==> config.mk <==
export PLATFORM = sky130hd
export DESIGN_NAME = frame_animation_sequencer_top
export DESIGN_NICKNAME = d
export VERILOG_FILES = /design/src/fas_pkg.sv /design/src/fas_datapath.sv /design/src/fas_ctrl.sv /design/src/frame_animation_sequencer_top.sv
export SDC_FILE = /design/constraint.sdc
export NUM_CORES = 2
export LEC_CHECK = 0
export BUFFER_PORTS_ARGS = -buffer_cell sky130_fd_sc_hd__clkbuf_2
export CAP_MARGIN = 10
export CORE_MARGIN = 2
export CORE_UTILIZATION = 30
export DETAILED_ROUTE_END_ITERATION = 6
export PLACE_DENSITY = 0.42
export SETUP_SLACK_MARGIN = 0.02
export SLEW_MARGIN = 10
export SYNTH_ARGS = -nofsm -noshare
export SYNTH_HDL_FRONTEND = slang
export SYNTH_SLANG_ARGS = --single-unit
export TNS_END_PERCENT = 20
==> constraint.sdc <==
create_clock -name clk -period 28.7 [get_ports clk]
set_clock_uncertainty 0.2 [all_clocks]
set_input_delay 4.305 -clock clk [delete_from_list [all_inputs] [get_ports clk]]
set_output_delay 4.305 -clock clk [all_outputs]
set_load 0.1 [all_outputs]
==> src/fas_pkg.sv <==
// ----------------------------------------------------------------------------
// fas_pkg: shared types and constants for the frame animation sequencer
// Request payload structs, mode and register codes, divider sizing and the
// controller state type.
// ----------------------------------------------------------------------------
package fas_pkg;

  // Frame storage limit of the animation table and the cap used on frame_count
  localparam int MAX_FRAMES = 256;
  localparam int FRAME_CAP  = (MAX_FRAMES < 256) ? MAX_FRAMES : 256;

  // Field widths
  localparam int TIME_W   = 32;
  localparam int FRAME_W  = 8;
  localparam int COUNT_W  = 9;
  localparam int RATE_W   = 24;
  localparam int THRESH_W = 16;
  localparam int SAMPLE_W = 15;
  localparam int CFG_IDX_W  = 3;
  localparam int CFG_DATA_W = 24;

  // Product of elapsed ticks and the Q16 rate
  localparam int PROD_W = TIME_W + RATE_W;
  localparam int FRAC_W = 16;

  // Iterative divider: quotient bits resolved per cycle and cycle count
  localparam int DIV_BITS_PER_CYC = 8;
  localparam int DIV_CYCLES       = TIME_W / DIV_BITS_PER_CYC;
  localparam int DIV_CNT_W        = (DIV_CYCLES > 1) ? $clog2(DIV_CYCLES) : 1;

  // Animation modes
  localparam logic [1:0] ANIM_LOOP     = 2'd0;
  localparam logic [1:0] ANIM_PINGPONG = 2'd1;
  localparam logic [1:0] ANIM_ONCE     = 2'd2;
  localparam logic [1:0] ANIM_FROZEN   = 2'd3;

  // Trigger modes (the unused code behaves as free running)
  localparam logic [1:0] TRIG_FREE = 2'd0;
  localparam logic [1:0] TRIG_JUMP = 2'd1;
  localparam logic [1:0] TRIG_RUN  = 2'd2;

  // Step direction, two's complement
  localparam logic [1:0] DIR_NONE = 2'd0;
  localparam logic [1:0] DIR_FWD  = 2'd1;
  localparam logic [1:0] DIR_BACK = 2'd3;

  // Actions
  localparam logic ACT_UPDATE = 1'b0;
  localparam logic ACT_SET    = 1'b1;

  // Configuration register indexes
  localparam logic [CFG_IDX_W-1:0] REG_ANIM_MODE   = 3'd0;
  localparam logic [CFG_IDX_W-1:0] REG_TRIG_MODE   = 3'd1;
  localparam logic [CFG_IDX_W-1:0] REG_FRAME_COUNT = 3'd2;
  localparam logic [CFG_IDX_W-1:0] REG_RATE_Q16    = 3'd3;
  localparam logic [CFG_IDX_W-1:0] REG_CHANCE_THR  = 3'd4;

  // Reset value of the rate register
  localparam logic [RATE_W-1:0] RATE_RESET = 24'd983;

  typedef struct packed {
    logic                action;
    logic [TIME_W-1:0]   now_ms;
    logic [FRAME_W-1:0]  new_frame;
    logic [SAMPLE_W-1:0] chance_sample;
    logic [SAMPLE_W-1:0] pick_sample;
  } in_item_t;

  typedef struct packed {
    logic [FRAME_W-1:0] frame_index;
    logic               is_running;
    logic               is_finished;
  } out_item_t;

  // Controller to datapath commands
  typedef struct packed {
    logic load_item;
    logic mul;
    logic div_init;
    logic div_step;
    logic commit;
  } dp_cmd_t;

  // Datapath to controller status
  typedef struct packed {
    logic div_last;
  } dp_status_t;

  typedef enum logic [2:0] {
    ST_IDLE,
    ST_MUL,
    ST_SAT,
    ST_DIV,
    ST_DONE
  } ctrl_state_t;

endpackage

==> src/fas_datapath.sv <==
// ----------------------------------------------------------------------------
// fas_datapath: registers and arithmetic of the frame animation sequencer
// Holds configuration and animation state, the latched request, the elapsed
// frame multiplier, the iterative divider and the result register.
// ----------------------------------------------------------------------------
module fas_datapath (
  input  logic                            clk,
  input  logic                            rst,
  input  logic                            cfg_we,
  input  logic [fas_pkg::CFG_IDX_W-1:0]   cfg_addr,
  input  logic [fas_pkg::CFG_DATA_W-1:0]  cfg_wdata,
  input  fas_pkg::in_item_t               in_data,
  input  fas_pkg::dp_cmd_t                cmd,
  output fas_pkg::dp_status_t             status,
  output fas_pkg::out_item_t              out_data
);
  import fas_pkg::*;

  localparam logic [COUNT_W-1:0] CAP = COUNT_W'(FRAME_CAP);

  // Configuration
  logic [1:0]          anim_mode;
  logic [1:0]          trigger_mode;
  logic [COUNT_W-1:0]  frame_count;
  logic [RATE_W-1:0]   rate_q16;
  logic [THRESH_W-1:0] chance_threshold;

  // Animation state
  logic [FRAME_W-1:0] cur_frame;
  logic [1:0]         step_dir;
  logic [TIME_W-1:0]  start_ms;
  logic               run_flag;

  // Working registers
  in_item_t           item;
  logic [PROD_W-1:0]  prod;
  logic [TIME_W-1:0]  quot;
  logic [COUNT_W-1:0] rem;
  logic [DIV_CNT_W-1:0] div_cnt;

  // Combinational values
  logic [COUNT_W-1:0] n_eff;
  logic               hit;
  logic               run_start;
  logic [TIME_W-1:0]  delta;
  logic [PROD_W-FRAC_W-1:0] prod_hi;
  logic [TIME_W-1:0]  elapsed;
  logic [TIME_W-1:0]  quot_next;
  logic [COUNT_W-1:0] rem_next;
  logic [SAMPLE_W+COUNT_W-1:0] pick_prod;

  logic [FRAME_W-1:0] cur_frame_next;
  logic [1:0]         step_dir_next;
  logic [TIME_W-1:0]  start_ms_next;
  logic               run_flag_next;
  logic [COUNT_W-1:0] last_frame;
  logic [FRAME_W-1:0] rem_frame;
  logic [COUNT_W-1:0] back_frame;

  // Configuration writes
  always_ff @(posedge clk) begin
    if (rst) begin
      anim_mode        <= ANIM_LOOP;
      trigger_mode     <= TRIG_FREE;
      frame_count      <= '0;
      rate_q16         <= RATE_RESET;
      chance_threshold <= '0;
    end else if (cfg_we) begin
      case (cfg_addr)
        REG_ANIM_MODE:   anim_mode        <= cfg_wdata[1:0];
        REG_TRIG_MODE:   trigger_mode     <= cfg_wdata[1:0];
        REG_FRAME_COUNT: frame_count      <= cfg_wdata[COUNT_W-1:0];
        REG_RATE_Q16:    rate_q16         <= cfg_wdata[RATE_W-1:0];
        REG_CHANCE_THR:  chance_threshold <= cfg_wdata[THRESH_W-1:0];
        default: ;
      endcase
    end
  end

  // Effective frame count and trigger test
  assign n_eff     = (frame_count < CAP) ? frame_count : CAP;
  assign hit       = {1'b0, item.chance_sample} < chance_threshold;
  assign run_start = (trigger_mode == TRIG_RUN) && !run_flag && hit;

  // A run start restarts timing at this request's time stamp
  assign delta = run_start ? '0 : (item.now_ms - start_ms);

  // Saturated elapsed frame count
  assign prod_hi = prod[PROD_W-1:FRAC_W];
  assign elapsed = (|prod_hi[PROD_W-FRAC_W-1:TIME_W]) ? '1 : prod_hi[TIME_W-1:0];

  // Restoring divide by the frame count, several quotient bits per cycle
  always_comb begin
    logic [COUNT_W:0]   sh;
    logic [COUNT_W-1:0] r;
    logic [TIME_W-1:0]  q;
    r = rem;
    q = quot;
    for (int i = 0; i < DIV_BITS_PER_CYC; i++) begin
      sh = {r, q[TIME_W-1]};
      q  = {q[TIME_W-2:0], 1'b0};
      if (sh >= {1'b0, n_eff}) begin
        sh   = sh - {1'b0, n_eff};
        q[0] = 1'b1;
      end
      r = sh[COUNT_W-1:0];
    end
    quot_next = q;
    rem_next  = r;
  end

  // Request latch, multiplier and divider registers
  always_ff @(posedge clk) begin
    if (cmd.load_item) item <= in_data;
    if (cmd.mul) prod <= PROD_W'(delta) * PROD_W'(rate_q16);
    if (cmd.div_init) begin
      quot <= elapsed;
      rem  <= '0;
    end else if (cmd.div_step) begin
      quot <= quot_next;
      rem  <= rem_next;
    end
  end

  // Divider cycle count
  always_ff @(posedge clk) begin
    if (rst) begin
      div_cnt <= '0;
    end else if (cmd.div_init) begin
      div_cnt <= '0;
    end else if (cmd.div_step) begin
      div_cnt <= div_cnt + DIV_CNT_W'(1);
    end
  end

  assign status.div_last = (div_cnt == DIV_CNT_W'(DIV_CYCLES - 1));

  // Random frame pick and frames derived from the remainder
  assign pick_prod  = (SAMPLE_W+COUNT_W)'(item.pick_sample) * (SAMPLE_W+COUNT_W)'(n_eff);
  assign rem_frame  = rem[FRAME_W-1:0];
  assign back_frame = n_eff - rem - COUNT_W'(1);
  assign last_frame = (n_eff == '0) ? '0 : (n_eff - COUNT_W'(1));

  // Next animation state once quotient and remainder are ready
  always_comb begin
    logic [FRAME_W-1:0] cf;
    logic [1:0]         sd;
    logic               rf;
    logic               go;
    cur_frame_next = cur_frame;
    step_dir_next  = step_dir;
    start_ms_next  = start_ms;
    run_flag_next  = run_flag;
    cf = cur_frame;
    sd = step_dir;
    rf = run_flag;
    go = 1'b0;
    if (item.action == ACT_SET) begin
      cur_frame_next = item.new_frame;
      start_ms_next  = item.now_ms;
    end else if (anim_mode == ANIM_FROZEN) begin
      go = 1'b0;
    end else if (trigger_mode == TRIG_JUMP) begin
      if (hit) cur_frame_next = pick_prod[SAMPLE_W+FRAME_W-1:SAMPLE_W];
    end else begin
      if (run_start) begin
        cf = '0;
        sd = DIR_NONE;
        rf = 1'b1;
        start_ms_next = item.now_ms;
      end
      go = (n_eff != '0) && ((trigger_mode != TRIG_RUN) || rf);
      if (go) begin
        case (anim_mode)
          ANIM_LOOP: begin
            if (sd == DIR_FWD) begin
              if (rem_frame < cf) begin
                cf = '0;
                rf = 1'b0;
              end else begin
                cf = rem_frame;
              end
            end else begin
              // candidate is zero or negative
              if (((sd == DIR_BACK) && (rem != '0)) || (cf != '0)) rf = 1'b0;
              cf = '0;
            end
          end
          ANIM_PINGPONG: begin
            if (quot[0]) begin
              sd = DIR_BACK;
              cf = back_frame[FRAME_W-1:0];
            end else if (sd == DIR_BACK) begin
              rf = 1'b0;
            end else begin
              sd = DIR_FWD;
              cf = rem_frame;
            end
          end
          default: begin
            // play once: clamp at the last frame
            if (quot != '0) begin
              rf = 1'b0;
              cf = last_frame[FRAME_W-1:0];
            end else begin
              cf = rem_frame;
            end
          end
        endcase
      end
      cur_frame_next = cf;
      step_dir_next  = sd;
      run_flag_next  = rf;
    end
  end

  // Commit state and load the result register
  always_ff @(posedge clk) begin
    if (rst) begin
      cur_frame <= '0;
      step_dir  <= DIR_FWD;
      start_ms  <= '0;
      run_flag  <= 1'b0;
    end else if (cmd.commit) begin
      cur_frame <= cur_frame_next;
      step_dir  <= step_dir_next;
      start_ms  <= start_ms_next;
      run_flag  <= run_flag_next;
    end
  end

  always_ff @(posedge clk) begin
    if (cmd.commit) begin
      out_data.frame_index <= cur_frame_next;
      out_data.is_running  <= run_flag_next;
      out_data.is_finished <= (anim_mode == ANIM_ONCE) &&
                              ({1'b0, cur_frame_next} == last_frame);
    end
  end

endmodule

==> src/fas_ctrl.sv <==
// ----------------------------------------------------------------------------
// fas_ctrl: sequencing state machine of the frame animation sequencer
// Steps one request through multiply, saturate and divide, then commits the
// result when the output register is free. Owns both handshakes.
// ----------------------------------------------------------------------------
module fas_ctrl (
  input  logic                clk,
  input  logic                rst,
  input  logic                in_valid,
  output logic                in_ready,
  output logic                out_valid,
  input  logic                out_ready,
  input  fas_pkg::dp_status_t status,
  output fas_pkg::dp_cmd_t    cmd
);
  import fas_pkg::*;

  ctrl_state_t state;
  ctrl_state_t state_next;
  logic        out_free;

  assign out_free = !out_valid || out_ready;

  // State register
  always_ff @(posedge clk) begin
    if (rst) begin
      state <= ST_IDLE;
    end else begin
      state <= state_next;
    end
  end

  // Next state
  always_comb begin
    state_next = state;
    case (state)
      ST_IDLE: if (in_valid) state_next = ST_MUL;
      ST_MUL:  state_next = ST_SAT;
      ST_SAT:  state_next = ST_DIV;
      ST_DIV:  if (status.div_last) state_next = ST_DONE;
      ST_DONE: if (out_free) state_next = ST_IDLE;
      default: state_next = ST_IDLE;
    endcase
  end

  // Outputs
  always_comb begin
    cmd      = '0;
    in_ready = 1'b0;
    case (state)
      ST_IDLE: begin
        in_ready      = 1'b1;
        cmd.load_item = in_valid;
      end
      ST_MUL:  cmd.mul      = 1'b1;
      ST_SAT:  cmd.div_init = 1'b1;
      ST_DIV:  cmd.div_step = 1'b1;
      ST_DONE: cmd.commit   = out_free;
      default: ;
    endcase
  end

  // Result valid flag
  always_ff @(posedge clk) begin
    if (rst) begin
      out_valid <= 1'b0;
    end else if (cmd.commit) begin
      out_valid <= 1'b1;
    end else if (out_ready) begin
      out_valid <= 1'b0;
    end
  end

endmodule

==> src/frame_animation_sequencer_top.sv <==
// ----------------------------------------------------------------------------
// frame_animation_sequencer_top: sprite frame animation sequencer
// Advances an animation frame from millisecond time stamps in loop,
// ping-pong, play-once or frozen mode, with random jump and run triggers.
// ----------------------------------------------------------------------------
// One request is handled at a time. After acceptance it passes through the
// elapsed-time multiply, a step that saturates and loads the divider, the
// divide by the frame count (8 quotient bits per cycle), and a commit of the
// new state into the result register. The result register lets a new request
// be accepted while the previous result still waits; a result still held when
// the next request reaches its commit stalls that commit. Configuration writes
// take effect at once and are meant for idle time.
module frame_animation_sequencer_top (
  input  logic                            clk,
  input  logic                            rst,
  input  logic                            cfg_we,
  input  logic [fas_pkg::CFG_IDX_W-1:0]   cfg_addr,
  input  logic [fas_pkg::CFG_DATA_W-1:0]  cfg_wdata,
  input  logic                            in_valid,
  output logic                            in_ready,
  input  fas_pkg::in_item_t               in_data,
  output logic                            out_valid,
  input  logic                            out_ready,
  output fas_pkg::out_item_t              out_data
);
  import fas_pkg::*;

  dp_cmd_t    cmd;
  dp_status_t status;

  fas_ctrl u_ctrl (
    .clk       (clk),
    .rst       (rst),
    .in_valid  (in_valid),
    .in_ready  (in_ready),
    .out_valid (out_valid),
    .out_ready (out_ready),
    .status    (status),
    .cmd       (cmd)
  );

  fas_datapath u_dp (
    .clk       (clk),
    .rst       (rst),
    .cfg_we    (cfg_we),
    .cfg_addr  (cfg_addr),
    .cfg_wdata (cfg_wdata),
    .in_data   (in_data),
    .cmd       (cmd),
    .status    (status),
    .out_data  (out_data)
  );

endmodule

# Word-level counts from Yosys, hierarchy flattened
# Index checks and enable logic that the tools add are counted.
dict set report totals {
  register_bits 280
  latchBits 0
  ram_bits 0
  romBits 0
  input_bits 103
  out_inout_bits 12
  wordCells 182
  mem_count 0
}
dict set report classes {
  addsub 13
  n_mul 2
  n_div 0
  magnitude_cmp 11
  n_eq_ne 23
  shift 0
  mux 76
  n_bitwise 3
  n_reduce_logical 31
}
# op n
set ops {}
lappend ops {{32-bit two-way mux} 8}
lappend ops {{8-bit two-way mux} 14}
lappend ops {{9-bit two-way mux} 10}
lappend ops {{10-bit by 9-bit greater-or-equal comparator with 1-bit output} 8}
lappend ops {{9-bit subtractor} 8}
lappend ops {{32-bit by 24-bit multiplier with 56-bit output} 1}
lappend ops {{32-bit nonzero test} 1}
lappend ops {{32-bit subtractor} 1}
lappend ops {{1-bit two-way mux} 30}
lappend ops {{15-bit by 9-bit multiplier with 23-bit output} 1}
lappend ops {{9-bit nonzero test} 2}
lappend ops {{15-bit by 16-bit < comparator with 1-bit output} 1}
lappend ops {{2-bit two-way mux} 8}
lappend ops {{8-bit case mux with 2 select lines} 1}
lappend ops {{3-bit case mux with 5 select lines} 1}
lappend ops {{3-bit by 2-bit equality test with 1-bit output, second input constant} 4}
lappend ops {{2-bit equality test, second input constant} 5}
lappend ops {{2-bit AND reduction} 5}
lappend ops {{8-bit by 9-bit equality test with 1-bit output} 1}
lappend ops {{9-bit logical NOT} 1}
lappend ops {{9-bit < comparator, second input constant} 1}
lappend ops {{3-bit two-way mux} 3}
lappend ops {{9-bit by 1-bit subtractor with 9-bit output, second input constant} 1}
lappend ops {{8-bit < comparator} 1}
lappend ops {{other kinds (21)} 42}

# Depth between registers and ports, before layout
dict set report logic_depth {
  ltp_word 20
  mapped_depth 86
  ltp_nobuf 78
}

# Hierarchy
# A second synthesis with hierarchy kept.
dict set report hier_totals {
  cells_unflattened 4890
  hier_area_um2 43997.2
}
# mod n_inst cells_per_inst area_each_um2 seq_area_each_um2
set by_module_without_submodules {}
lappend by_module_without_submodules {fas_datapath 1 4863 43749.5 6736.5}
lappend by_module_without_submodules {fas_ctrl 1 27 247.7 80.1}

# Least setup slack after synthesis
# No wires, ideal clock.
dict set report synth_path {
  kind {register to register}
  startpoint {reg u_dp.frame_count[8]}
  endpoint {reg u_dp.quot[0], data pin}
  setup_ps 264
  arrival_time_ps 18714
  required_ps 28236
  slack_ps 9522
  stages_incl_launch_ff 80
  path_buffers 9
  period_less_slack_ps 19178
  cell_sequence {dfxtp_1 > clkbuf_1 > clkbuf_1 > nor2b_1 > clkbuf_1 > ha_1 > inv_1 > fa_1 > a211oi_2 > o21ai_1 > a2111o_1 > and2_4 > buf_6 > o21ai_0 > ha_1 > a21oi_1 > a311oi_1 > a211o_1 > [44 not listed] > a21oi_1 > nor2_1 > nor2_1 > nand2_1 > a221o_1 > a211oi_4 > mux2i_1 > fa_1 > a21o_1 > a21oi_1 > o21ai_0 > nor2_1 > inv_1 > a221oi_1 > o211ai_1 > mux2i_1 > buf_2 > a21oi_1}
}
dict set report synth_between {
  elab_chain_len 20
  word_cells_on_any_way 27
  classes_between {add/sub: 7; order compare: 9; mux: 11}
}
# element line
set synth_lines {}
lappend synth_lines {{start: declaration} fas_datapath.sv:24} ;# logic [COUNT_W-1:0] frame_count;
lappend synth_lines {{start signal: assignment} fas_datapath.sv:72} ;# REG_FRAME_COUNT: frame_count <= cfg_wdata[COUNT_W-1:0];
lappend synth_lines {{9-bit < comparator} fas_datapath.sv:81} ;# assign n_eff = (frame_count < CAP) ? frame_count : CAP;
lappend synth_lines {{9-bit two-way mux *} fas_datapath.sv:81}
lappend synth_lines {{9-bit subtractor or 10-bit by 9-bit greater-or-equal comparator with 1-bit output (tied branches)} {fas_datapath.sv:103, fas_datapath.sv:102}}
lappend synth_lines {{9-bit two-way mux} fas_datapath.sv:102} ;# if (sh >= {1'b0, n_eff}) begin
lappend synth_lines {{9-bit subtractor or 10-bit by 9-bit greater-or-equal comparator with 1-bit output (tied branches)} {fas_datapath.sv:103, fas_datapath.sv:102}}
lappend synth_lines {{9-bit two-way mux} fas_datapath.sv:102}
lappend synth_lines {{9-bit subtractor or 10-bit by 9-bit greater-or-equal comparator with 1-bit output (tied branches)} {fas_datapath.sv:103, fas_datapath.sv:102}}
lappend synth_lines {{9-bit two-way mux} fas_datapath.sv:102}
lappend synth_lines {{[4 not listed]} n/a}
lappend synth_lines {{9-bit subtractor or 10-bit by 9-bit greater-or-equal comparator with 1-bit output (tied branches)} {fas_datapath.sv:103, fas_datapath.sv:102}}
lappend synth_lines {{9-bit two-way mux} fas_datapath.sv:102}
lappend synth_lines {{9-bit subtractor or 10-bit by 9-bit greater-or-equal comparator with 1-bit output (tied branches)} {fas_datapath.sv:103, fas_datapath.sv:102}}
lappend synth_lines {{9-bit two-way mux} fas_datapath.sv:102}
lappend synth_lines {{10-bit by 9-bit greater-or-equal comparator with 1-bit output *} fas_datapath.sv:102}
lappend synth_lines {{1-bit two-way mux *} fas_datapath.sv:102}
lappend synth_lines {{32-bit two-way mux *} fas_datapath.sv:119} ;# end else if (cmd.div_step) begin
lappend synth_lines {{32-bit two-way mux *} fas_datapath.sv:116} ;# if (cmd.div_init) begin
lappend synth_lines {{end signal: assignment} fas_datapath.sv:117} ;# quot <= elapsed;
lappend synth_lines {{end signal: assignment} fas_datapath.sv:120} ;# quot <= quot_next;
lappend synth_lines {{end: declaration} fas_datapath.sv:37} ;# logic [TIME_W-1:0] quot;
# Mark *: on every way between the ends. The rest lies on a longest branch, timed or not. The select of a mux whose other input is x is not followed.
# A chain may end at the register's enable or synchronous reset.

# Worst setup path after layout
dict set report layout_path {
  startpoint {reg u_dp.frame_count[8]}
  endpoint {reg u_dp.rem[2]}
}
dict set report layout_between {
  elab_chain_len 18
  word_cells_on_any_way 26
  classes_between {add/sub: 8; order compare: 9; mux: 9}
}
# element line
set layout_lines {}
lappend layout_lines {{9-bit < comparator} fas_datapath.sv:81}
lappend layout_lines {{9-bit two-way mux *} fas_datapath.sv:81}
lappend layout_lines {{9-bit subtractor or 10-bit by 9-bit greater-or-equal comparator with 1-bit output (tied branches)} {fas_datapath.sv:103, fas_datapath.sv:102}}
lappend layout_lines {{9-bit two-way mux} fas_datapath.sv:102}
lappend layout_lines {{9-bit subtractor or 10-bit by 9-bit greater-or-equal comparator with 1-bit output (tied branches)} {fas_datapath.sv:103, fas_datapath.sv:102}}
lappend layout_lines {{9-bit two-way mux} fas_datapath.sv:102}
lappend layout_lines {{9-bit subtractor or 10-bit by 9-bit greater-or-equal comparator with 1-bit output (tied branches)} {fas_datapath.sv:103, fas_datapath.sv:102}}
lappend layout_lines {{9-bit two-way mux} fas_datapath.sv:102}
lappend layout_lines {{[2 not listed]} n/a}
lappend layout_lines {{9-bit subtractor or 10-bit by 9-bit greater-or-equal comparator with 1-bit output (tied branches)} {fas_datapath.sv:103, fas_datapath.sv:102}}
lappend layout_lines {{9-bit two-way mux} fas_datapath.sv:102}
lappend layout_lines {{9-bit subtractor or 10-bit by 9-bit greater-or-equal comparator with 1-bit output (tied branches)} {fas_datapath.sv:103, fas_datapath.sv:102}}
lappend layout_lines {{9-bit two-way mux} fas_datapath.sv:102}
lappend layout_lines {{10-bit by 9-bit greater-or-equal comparator with 1-bit output or 9-bit subtractor (tied branches)} {fas_datapath.sv:102, fas_datapath.sv:103}}
lappend layout_lines {{9-bit two-way mux} fas_datapath.sv:102}
lappend layout_lines {{9-bit subtractor or 10-bit by 9-bit greater-or-equal comparator with 1-bit output (tied branches)} {fas_datapath.sv:103, fas_datapath.sv:102}}
lappend layout_lines {{9-bit two-way mux *} fas_datapath.sv:102}
lappend layout_lines {{end signal: assignment} fas_datapath.sv:121} ;# rem <= rem_next;
lappend layout_lines {{end: declaration} fas_datapath.sv:38} ;# logic [COUNT_W-1:0] rem;
# Mark *: on every way between the ends. The rest lies on a longest branch, timed or not.

==> results.cfg <==
[global_routing]
grt_max_degree = 65
grt_pass1_vias = 36300
track_usage = 0.203
grt_pass1_wl_um = 232000
grt-ovfl-total = 0
antenna_found_initial = 4

[clocking]
tritoncts = built
post_cts_buffers = 0
htree_levels = 2
root_buffer = clkbuf_16
clock_latency_ns = 0.62
cts_hold_buf = 0
clock-sinks = 264
cts_resized = 0
clockBufferDepth = 3
clk_pin_slew_ns = 0.06
cts_buffers = 39

[synth]
synth.distinct_cells = 83
ys_ff_latch = 264
syn_nets = 6216
synth-edff-count = 153
avgSynthCellArea_sq_um = 8.84
yosys-top-cells-area = fa_1 34%, edfxtp_1 10%, ha_1 9.9%
yosysTopAreaCellShare = 0.342
async_flop_share = 0
synth_ff_type = edfxtp_1
syn_area_sq_mm = 0.0443
synth-warning-count = 0
yosysTopAreaCell = fa_1
ys_seq_area_frac = 0.154
postSynthCellCount = 5007

[floorplan]
coreArea_sq_mm = 0.146
initial_utilization = 0.303
fp-row-count = 140
die_area_sq_mm = 0.151
die_w_um = 388
io_pins = 115
die_y_um = 388

[sta]
grt_setup_unrepaired = false
relSlewSlack = 0.188
period_minus_slack_ns = 21.99
maxSlewViolCount = 0
fin_crit_sh = 0.766
finalHoldViolCount = 0
tightestPinTransition_ns = 1.22
fmax_mhz = 45.5
fin_setup_tns_ns = 0
setup_viol = 0

[flow_run]
cap_viol_max_count = 0

[detailed_routing]
vias_per_cell = 4.97
drc_errors = 0
drt_iter0_drc = 1837
via_count = 34500
firstDrtPassIters = 7
antenna_left = 0
routed_wl_um = 152000
wl_per_cell_um = 21.9

[critical_path]
cp-start-kind = register
slowest_delay_ns = 0.63
rr_endpoint = u_dp.rem[2]$_SDFFE_PP0P_
crit_top_cell = a21oi_1
crit_fanout = 28
arrival_ns = 22.26
startpoint = u_dp.frame_count[8]$_SDFFE_PP0P_
r2r-start = u_dp.frame_count[8]$_SDFFE_PP0P_
worst_path_max_delay_cell = a211oi_1
endpoint_kind = register
r2r_cells = 75
crit_type = register to register
worstPathRequired_ns = 28.97
r2r_setup_slack_ns = 6.71

[placement]
dpl.hpwl_um = 117000
place_congestion = 0.872
dpl-instance-area_sq_mm = 0.0472
io_buffer_count = 114

[outcome]
status = complete, no violations

[min_path]
hold_path_class = register to register
hold_path_depth = 2
worst_hold_path.endpoint = u_dp.chance_threshold[1]$_SDFFE_PP0P_
min_from = u_dp.chance_threshold[1]$_SDFFE_PP0P_

[finish]
nNetsFinal = 6206
fin_area_sq_mm = 0.0485
drive_gt1_frac = 0.0726
syn_to_final_growth_pct = 9.59
fill_cells = 15400
==> sequential cells by signal, summed over array words and instances, names as in the netlist, 9 cells and up <==
name and count:
u_dp.rate_q16 24, u_dp.frame_count 9, u_dp.chance_threshold 16, u_dp.out_data 10
u_dp.prod 40, u_dp.start_ms 32, u_dp.quot 32, u_dp.item 71
u_dp.rem 9
==> per-stage QoR <==
stage / setup slack [ns] / hold slack [ns] / instances / util
4_1_cts: 6.47 / 0.256 / 6944 / 0.332
3_5_place_dp: 6.50 / 0.248 / 6872 / 0.323
2_1_floorplan: 9.52 / 0.236 / 5007 / -
3_3_place_gp: 6.69 / 0.242 / 6872 / 0.323
6_report: 6.71 / 0.255 / 6948 / 0.332
5_1_grt: 5.09 / 0.267 / 6946 / 0.332
==> final cells by class <==
class | count | area, sq um | share of cell area
multi-input cells | 3620 | 33400 | 0.689
well taps | 1917 | 2400 | 0.0494
repair buffers | 211 | 1300 | 0.0268
diodes | 3 | 7.51 | 0.000155
clock buffers | 47 | 1020 | 0.0209
flip-flops and latches | 264 | 6820 | 0.141
inverters | 861 | 3230 | 0.0666
clock inverters | 25 | 290 | 0.00598
==> logic make-up (layout without fill, tap and decap cells) <==
family | Yosys count | after routing | share of synthesized area
multiplexers | 52 | 52 | 0.0126
XOR/XNOR | 126 | 126 | 0.0249
flip-flops | 264 | 264 | 0.154
buffers and inverters | 1123 | 1144 | 0.0955
other | 0 | 3 | 0
AO/OA/AOI/OAI | 650 | 650 | 0.0969
AND/OR/NAND/NOR | 1686 | 1686 | 0.175
adder cells (fa/ha/maj) | 1106 | 1106 | 0.441
==> synth_stat cells, types with 17 or more instances <==
cell,n
a21o_1,57
a21oi_1,224
a31oi_1,22
and2_1,220
and3_1,54
buf_1,25
clkbuf_1,232
dfxtp_1,111
edfxtp_1,153
fa_1,757
ha_1,349
inv_1,857
mux2_2,29
mux2i_1,23
nand2_1,898
nand2b_1,24
nand3_1,73
nand4_1,29
nor2_1,180
nor2b_1,58
nor3_1,62
nor4_1,32
o211ai_1,24
o21a_1,25
o21ai_0,88
o22a_1,27
o31ai_1,28
or3_1,17
xnor2_1,84
xor2_1,42
==> worst max-delay path: cells and delay by family, from the launching register on <==
family,cells,cell delay (ns)
adder cells (fa/ha/maj),8,3.10
AND/OR/NAND/NOR,10,1.67
AO/OA/AOI/OAI,43,12.49
flip-flops,1,0.33
buffers and inverters,7,1.71
multiplexers,7,2.35
==> cell usage in the layout (no fill, tap or decap), drive strengths merged, types with 98 or more instances in the layout <==
cell and instances:
a21oi 224, and2 222, buf 98, clkbuf 160, dfxtp 111, edfxtp 153, fa 757, ha 349
inv 860, nand2 898, nor2 180
==> how the worst max path moves through the flow <==
stage                                          end  cells after the start
final                     u_dp.rem[2]$_SDFFE_PP0P_                     75
after global routing      u_dp.rem[2]$_SDFFE_PP0P_                     75
after CTS                 u_dp.rem[2]$_SDFFE_PP0P_                     74
after detailed placement  u_dp.rem[2]$_SDFFE_PP0P_                     74
after global placement    u_dp.rem[2]$_SDFFE_PP0P_                     74
after floorplan             u_dp.quot[0]$_DFFE_PP_                     79
==> routing by layer <==
layer / GRT usage / wire length, um / vias up
met5: 0 / 0 / -
met4: 0.0406 / 2940 / 0
met3: 0.0225 / 6410 / 148
met2: 0.342 / 72200 / 707
met1: 0.282 / 70600 / 17800
li1: - / - / 15900
Power is not shown: default switching activity piles up to over one toggle a cycle in this logic, so the estimate is an artifact.
